--- config.mk ---
export PLATFORM = sky130hd
export DESIGN_NAME = ycbcr_to_argb_convert
export DESIGN_NICKNAME = d
export VERILOG_FILES = /design/src/rtl/core/ycc_pkg.sv /design/src/rtl/core/ycc_lane.sv /design/src/rtl/core/ycbcr_to_argb_convert.sv
export SDC_FILE = /design/constraint.sdc
export NUM_CORES = 2
export LEC_CHECK = 0
export ABC_CLOCK_PERIOD_IN_PS = 7900
export BUFFER_PORTS_ARGS = -buffer_cell sky130_fd_sc_hd__buf_4
export CAP_MARGIN = 20
export CORE_UTILIZATION = 65
export CTS_BUF_LIST = sky130_fd_sc_hd__clkbuf_4 sky130_fd_sc_hd__clkbuf_8 sky130_fd_sc_hd__clkbuf_16
export DETAILED_ROUTE_END_ITERATION = 7
export GPL_TIMING_DRIVEN = 0
export PLACE_DENSITY = 0.8
export SLEW_MARGIN = 10
export SYNTH_ARGS = -nofsm -noshare
export SYNTH_HDL_FRONTEND = slang
export SYNTH_HIERARCHICAL = 1
export SYNTH_SLANG_ARGS = --single-unit
export TNS_END_PERCENT = 5
--- constraint.sdc ---
create_clock -name clk -period 7.9 [get_ports clk]
set_clock_uncertainty 0.15 [all_clocks]
set_input_delay 0.79 -clock clk [delete_from_list [all_inputs] [get_ports clk]]
set_output_delay 0.79 -clock clk [all_outputs]
set_load 0.005 [all_outputs]
--- src/rtl/core/ycc_pkg.sv ---
// Shared constants, types and helpers for the YCbCr to ARGB converter.
// No dependencies; used by ycc_lane and ycbcr_to_argb_convert.
`timescale 1ns / 1ps

package ycc_pkg;

	localparam int LANES     = 4;
	localparam int CH_W      = 8;
	localparam int DIFF_W    = CH_W + 1;
	localparam int FRAC_BITS = 14;
	localparam int COEF_W    = 16;
	localparam int ACC_W     = 24;
	localparam int PROD_W    = COEF_W + DIFF_W;
	localparam int PIX_W     = 3 * CH_W;

	// Q2.14 coefficients, kept with a zero sign bit for signed products.
	localparam logic signed [COEF_W-1:0] COEF_CR_R = 16'sd22970;
	localparam logic signed [COEF_W-1:0] COEF_CB_B = 16'sd29118;
	localparam logic signed [COEF_W-1:0] COEF_CB_G = 16'sd6256;
	localparam logic signed [COEF_W-1:0] COEF_CR_G = 16'sd11700;

	localparam logic signed [ACC_W-1:0] HALF_LSB = 24'sd8192;
	localparam logic [CH_W-1:0] CHROMA_OFFSET = 8'd128;

	typedef logic [CH_W-1:0]          chan_t;
	typedef logic signed [DIFF_W-1:0] diff_t;
	typedef logic signed [ACC_W-1:0]  acc_t;
	typedef logic [PIX_W-1:0]         pixel_t;

	// Takes a rounded Q.14 sum to an 8-bit channel, clamped to 0..255.
	// The integer part sits in bits 23..14; bit 22 set on a positive sum
	// means the value is 256 or more.
	function automatic chan_t sat_chan(input acc_t acc);
		chan_t res;
		if (acc[ACC_W-1]) begin
			res = '0;
		end else if (acc[ACC_W-2]) begin
			res = '1;
		end else begin
			res = acc[FRAC_BITS +: CH_W];
		end
		return res;
	endfunction

endpackage

--- src/rtl/core/ycc_lane.sv ---
// Four-stage datapath that converts one YCbCr pixel to packed RGB.
// Depends on ycc_pkg for widths, coefficients and the clamp helper.
`timescale 1ns / 1ps

module ycc_lane (
	input  logic            clk,
	input  ycc_pkg::chan_t  luma,
	input  ycc_pkg::chan_t  blue_diff,
	input  ycc_pkg::chan_t  red_diff,
	output ycc_pkg::pixel_t pixel
);

	ycc_pkg::chan_t y_s1, y_s2;
	ycc_pkg::diff_t db_s1, dr_s1;
	ycc_pkg::acc_t  pr_s2, pb_s2, pgb_s2, pgr_s2;
	ycc_pkg::acc_t  r_s3, g_s3, b_s3;
	ycc_pkg::pixel_t pixel_s4;

	logic signed [ycc_pkg::PROD_W-1:0] pr_full, pb_full, pgb_full, pgr_full;
	ycc_pkg::acc_t base;

	// Stage 1: capture and remove the chroma offset.
	always_ff @(posedge clk) begin
		y_s1  <= luma;
		db_s1 <= $signed({1'b0, blue_diff}) - $signed({1'b0, ycc_pkg::CHROMA_OFFSET});
		dr_s1 <= $signed({1'b0, red_diff}) - $signed({1'b0, ycc_pkg::CHROMA_OFFSET});
	end

	// Stage 2: one product per coefficient; every product fits 24 bits.
	assign pr_full  = ycc_pkg::COEF_CR_R * dr_s1;
	assign pb_full  = ycc_pkg::COEF_CB_B * db_s1;
	assign pgb_full = ycc_pkg::COEF_CB_G * db_s1;
	assign pgr_full = ycc_pkg::COEF_CR_G * dr_s1;

	always_ff @(posedge clk) begin
		y_s2   <= y_s1;
		pr_s2  <= pr_full[ycc_pkg::ACC_W-1:0];
		pb_s2  <= pb_full[ycc_pkg::ACC_W-1:0];
		pgb_s2 <= pgb_full[ycc_pkg::ACC_W-1:0];
		pgr_s2 <= pgr_full[ycc_pkg::ACC_W-1:0];
	end

	// Stage 3: accumulate with the rounding half added in.
	assign base = $signed({2'b00, y_s2, {ycc_pkg::FRAC_BITS{1'b0}}});

	always_ff @(posedge clk) begin
		r_s3 <= base + pr_s2 + ycc_pkg::HALF_LSB;
		b_s3 <= base + pb_s2 + ycc_pkg::HALF_LSB;
		g_s3 <= base - pgb_s2 - pgr_s2 + ycc_pkg::HALF_LSB;
	end

	// Stage 4: clamp and pack as RRGGBB.
	always_ff @(posedge clk) begin
		pixel_s4 <= {ycc_pkg::sat_chan(r_s3), ycc_pkg::sat_chan(g_s3),
			ycc_pkg::sat_chan(b_s3)};
	end

	assign pixel = pixel_s4;

endmodule

--- src/rtl/core/ycbcr_to_argb_convert.sv ---
// Top level of the YCbCr to ARGB converter: port mapping and item valid chain.
// Depends on ycc_pkg and ycc_lane.
// An accepted item passes through the four register stages of each lane, and its
// result shows with done high once the valid bit reaches the fourth stage.
// Throughput: one item of four pixels per cycle; busy is always low, since
// every lane is a fully pipelined multiply-add path and the receiver cannot stall.
// Reset clears only the valid chain; no item is in flight afterward.
`timescale 1ns / 1ps

module ycbcr_to_argb_convert (
	input  logic                          clk,
	input  logic                          arst_n,
	input  logic                          start,
	output logic                          busy,
	input  logic [ycc_pkg::CH_W-1:0]      luma_0,
	input  logic [ycc_pkg::CH_W-1:0]      luma_1,
	input  logic [ycc_pkg::CH_W-1:0]      luma_2,
	input  logic [ycc_pkg::CH_W-1:0]      luma_3,
	input  logic [ycc_pkg::CH_W-1:0]      blue_diff_0,
	input  logic [ycc_pkg::CH_W-1:0]      blue_diff_1,
	input  logic [ycc_pkg::CH_W-1:0]      blue_diff_2,
	input  logic [ycc_pkg::CH_W-1:0]      blue_diff_3,
	input  logic [ycc_pkg::CH_W-1:0]      red_diff_0,
	input  logic [ycc_pkg::CH_W-1:0]      red_diff_1,
	input  logic [ycc_pkg::CH_W-1:0]      red_diff_2,
	input  logic [ycc_pkg::CH_W-1:0]      red_diff_3,
	output logic                          done,
	output logic [ycc_pkg::PIX_W-1:0]     pixel_out_0,
	output logic [ycc_pkg::PIX_W-1:0]     pixel_out_1,
	output logic [ycc_pkg::PIX_W-1:0]     pixel_out_2,
	output logic [ycc_pkg::PIX_W-1:0]     pixel_out_3
);

	ycc_pkg::chan_t  y_in  [ycc_pkg::LANES];
	ycc_pkg::chan_t  cb_in [ycc_pkg::LANES];
	ycc_pkg::chan_t  cr_in [ycc_pkg::LANES];
	ycc_pkg::pixel_t pix   [ycc_pkg::LANES];

	logic vld_s1, vld_s2, vld_s3, vld_s4;

	assign busy = 1'b0;

	assign y_in[0]  = luma_0;
	assign y_in[1]  = luma_1;
	assign y_in[2]  = luma_2;
	assign y_in[3]  = luma_3;
	assign cb_in[0] = blue_diff_0;
	assign cb_in[1] = blue_diff_1;
	assign cb_in[2] = blue_diff_2;
	assign cb_in[3] = blue_diff_3;
	assign cr_in[0] = red_diff_0;
	assign cr_in[1] = red_diff_1;
	assign cr_in[2] = red_diff_2;
	assign cr_in[3] = red_diff_3;

	for (genvar i = 0; i < ycc_pkg::LANES; i++) begin : g_lane
		ycc_lane u_lane (
			.clk       (clk),
			.luma      (y_in[i]),
			.blue_diff (cb_in[i]),
			.red_diff  (cr_in[i]),
			.pixel     (pix[i])
		);
	end

	// The valid bit walks alongside the lane registers, one stage per cycle.
	always_ff @(posedge clk or negedge arst_n) begin
		if (!arst_n) begin
			vld_s1 <= 1'b0;
			vld_s2 <= 1'b0;
			vld_s3 <= 1'b0;
			vld_s4 <= 1'b0;
		end else begin
			vld_s1 <= start && !busy;
			vld_s2 <= vld_s1;
			vld_s3 <= vld_s2;
			vld_s4 <= vld_s3;
		end
	end

	assign done        = vld_s4;
	assign pixel_out_0 = pix[0];
	assign pixel_out_1 = pix[1];
	assign pixel_out_2 = pix[2];
	assign pixel_out_3 = pix[3];

endmodule

==> flow_summary.yaml <==
run_status:
  run_status: "finished, final reports clean"
route:
  wl_met1_mm: 42.1
  highest_layer: "met4"
  drt-total-wl_mm: 95.5
  first_pass_iters: 7
  initialDrtViolationCount: 1273
  wire_per_inst_um: 15.5
  via_count: 33300
  drc: 0
  wl_met3_mm: 3.21
  wl_met2_mm: 47.2
  ant_nets: 0
  via_per_inst: 5.40
layout:
  diodes: 0
  nets: 6769
  drive_gt1_share_pct: 7.24
  fillers: 5328
  area_growth_pct: 10.3
floorplanning:
  die-area_mm2: 0.0767
  core_area_mm2: 0.0746
  rows: 100
  die_x_um: 277
  io_pins: 197
  start_util_pct: 65.9
  die_h_um: 277
synth:
  synth_cells: 4873
  synth_fp_nets: 6500
  async_flop_share_pct: 0.667
  syn_avg_cell_area_um2: 10.1
  yosys.area.top_type: "ha_1"
  ys_types: 88
  yosysMostFrequentCell: "ha_1"
  synth_ff_type: "dfxtp_1"
  ys_ff_latch: 600
  synth_seq_area_share_pct: 24.5
  synth.cell_area_mm2: 0.0491
  synth_enable_flop_cells: 0
  synth_top_area_share_pct: 27.5
  synthTopCellsByArea: "ha_1, dfxtp_1, fa_1"
  yosysWarningCount: 6
  synth_common_cells: "ha_1, inv_1, dfxtp_1"
setup_path:
  reg2reg_slack_ps: 1930
  crit_path_end_kind: "flip-flop"
  arrival_ps: 6370
  cp_max_fo: 17
  cp-start-kind: "flip-flop"
  required_ps: 8300
  path_class: "reg2reg"
timing:
  fin_crit_ps: 5970
  slew_violations: 0
  max_freq_mhz: 168
  worstMarginPinSlew_ps: 973
  hold_violations: 0
  rsz0062_at_grt: "false"
  setup_tns_ps: 0
  setup_viol: 0
  relSlewSlack_pct: 35.0
  setup_ws_ps: 1930
  min_period_over_period_pct: 75.5
clock_network:
  cts_tree: "built"
  cts_setup_buffers: 0
  cts_buffers: 69
  cts-root-buf: "clkbuf_16"
  cts.sink_count: 600
  cts-root-to-sink-buffers: 3
  htreeDepth: 3
  clk_latency_ps: 610
  clkTransAtPathRegs_ps: 60
  cts_resized: 0
pwr:
  powerDensity_mw_per_mm2: 386
  ir_drop_mv: 0.257
  p_leak_uw: 0.0285
run:
  maxCapViolCount: 0
global_routing:
  grt_max_degree: 20
  grt_pass1_vias: 34800
  grt_pass1_wl_mm: 164
  grt_usage_pct: 26.0
  grt_overflow: 0
  antenna_found_initial: 1
placed_design:
  dpl.hpwl_mm: 77.7
  post-place-ws_ps: 1940
  place.gp.congestion: 0.919
  port_buffers: 195
min_path:
  hold_class: "in2reg"
## registers in the layout, summed over array words and instances, names as in the netlist, 32 cells and up
name,cells
g_lane.u_lane/pr_s2,44
g_lane.u_lane/pixel,96
g_lane.u_lane/pgb_s2,76
g_lane.u_lane/dr_s1,32
g_lane.u_lane/y_s2,32
g_lane.u_lane/y_s1,32
g_lane.u_lane/g_s3,40
g_lane.u_lane/db_s1,32
g_lane.u_lane/r_s3,40
g_lane.u_lane/pb_s2,44
g_lane.u_lane/pgr_s2,88
g_lane.u_lane/b_s3,40
## power breakdown
part	internal, µW	switching [µW]
clock network	1900	1280
logic	5780	7170
registers	4360	444
## repair_timing
action	4_1_cts	5_1_grt
endpoints found under the setup margin	0	0
hold endpoints to repair	4	0
hold buffers	1	0
## final cells by class
type | count | area, µm² | share of cell area, %
tap | 969 | 1210 | 2.24
sequential | 600 | 12000 | 22.2
clock inverter | 32 | 318 | 0.586
inverter | 928 | 3490 | 6.43
timing repair buffer | 198 | 1520 | 2.80
buffer | 39 | 150 | 0.277
clock buffer | 92 | 2000 | 3.70
multi-input combinational | 3306 | 33500 | 61.8
## worst max-delay path: stages, from the launching register on
cell       delay, ps
dfxtp_1          960
inv_1            160
ha_1             460
ha_1             340
inv_1             50
fa_1             530
inv_1             60
fa_1             430
fa_1             450
ha_1             240
a2111oi_2        340
o21ai_1          140
a221oi_2         460
and4b_4          290
a31oi_4          190
a21oi_2          120
or4b_1           470
nand3_1           70
## routing by layer
layer | vias to the layer above | GRT usage, %
met5 | - | 0
met4 | 0 | 8.85
met3 | 178 | 3.05
met2 | 570 | 46.2
met1 | 15900 | 32.5
li1 | 16600 | -
## cells in the final DEF, fill, tap and decap left out, types with 16 or more instances in the layout
cell	count
o21ai_1	65
buf_4	196
clkbuf_1	37
nor2b_1	47
nor3_1	49
xor2_1	73
nand3_1	43
a211oi_1	20
o21ai_0	83
and3_1	16
ha_1	1080
o21bai_1	20
o21a_1	43
a21o_1	104
nand4_1	27
a31oi_1	20
dfxtp_1	596
xnor2_1	204
inv_1	926
or2_2	17
nand2b_1	33
clkbuf_16	71
nor2_1	346
fa_1	448
nand2_1	113
a21oi_1	210
## final timing paths
check,cells after the start,end,from
setup / recovery,17,g_lane[2].u_lane/pb_s2[22]$_DFF_P_,g_lane[2].u_lane/db_s1[7]$_DFF_P_
hold / removal,1,g_lane[2].u_lane/y_s1[1]$_DFF_P_,luma_2[1]
setup reg to reg,17,g_lane[2].u_lane/pb_s2[22]$_DFF_P_,g_lane[2].u_lane/db_s1[7]$_DFF_P_
hold reg to reg,0,g_lane[2].u_lane/y_s2[3]$_DFF_P_,g_lane[2].u_lane/y_s1[3]$_DFF_P_
max in group asynchronous,2,done$_DFF_PN0_,arst_n
min in group asynchronous,2,vld_s3$_DFF_PN0_,arst_n
## stage by stage
stage / cell area, µm² / util [%] / instances / power (µW) / hold WS [ps]
global placement: 51800 / 69.5 / 6037 / 17200 / 161
finish: 54200 / 72.7 / 6164 / 20900 / 126
detailed placement: 51800 / 69.5 / 6037 / 17600 / 162
global route: 54200 / 72.7 / 6164 / 23100 / 97.3
CTS: 54100 / 72.6 / 6162 / 21100 / 77.8
floorplan: 49100 / - / 4873 / 14500 / 160
## kinds of logic (layout without fill, tap and decap cells)
group                    Yosys count  in the layout  share of synthesized area [%]
AND/OR/NAND/NOR                  760            760                           7.31
other                              1              1                        0.00763
buffers and inverters            967           1289                           7.40
AO/OA/AOI/OAI                    733            733                           9.97
multiplexers                       7              7                          0.143
adder cells (fa/ha/maj)         1528           1528                           45.8
XOR/XNOR                         277            277                           4.94
flip-flops                       600            600                           24.5
Power figures use the tool's default switching activity.
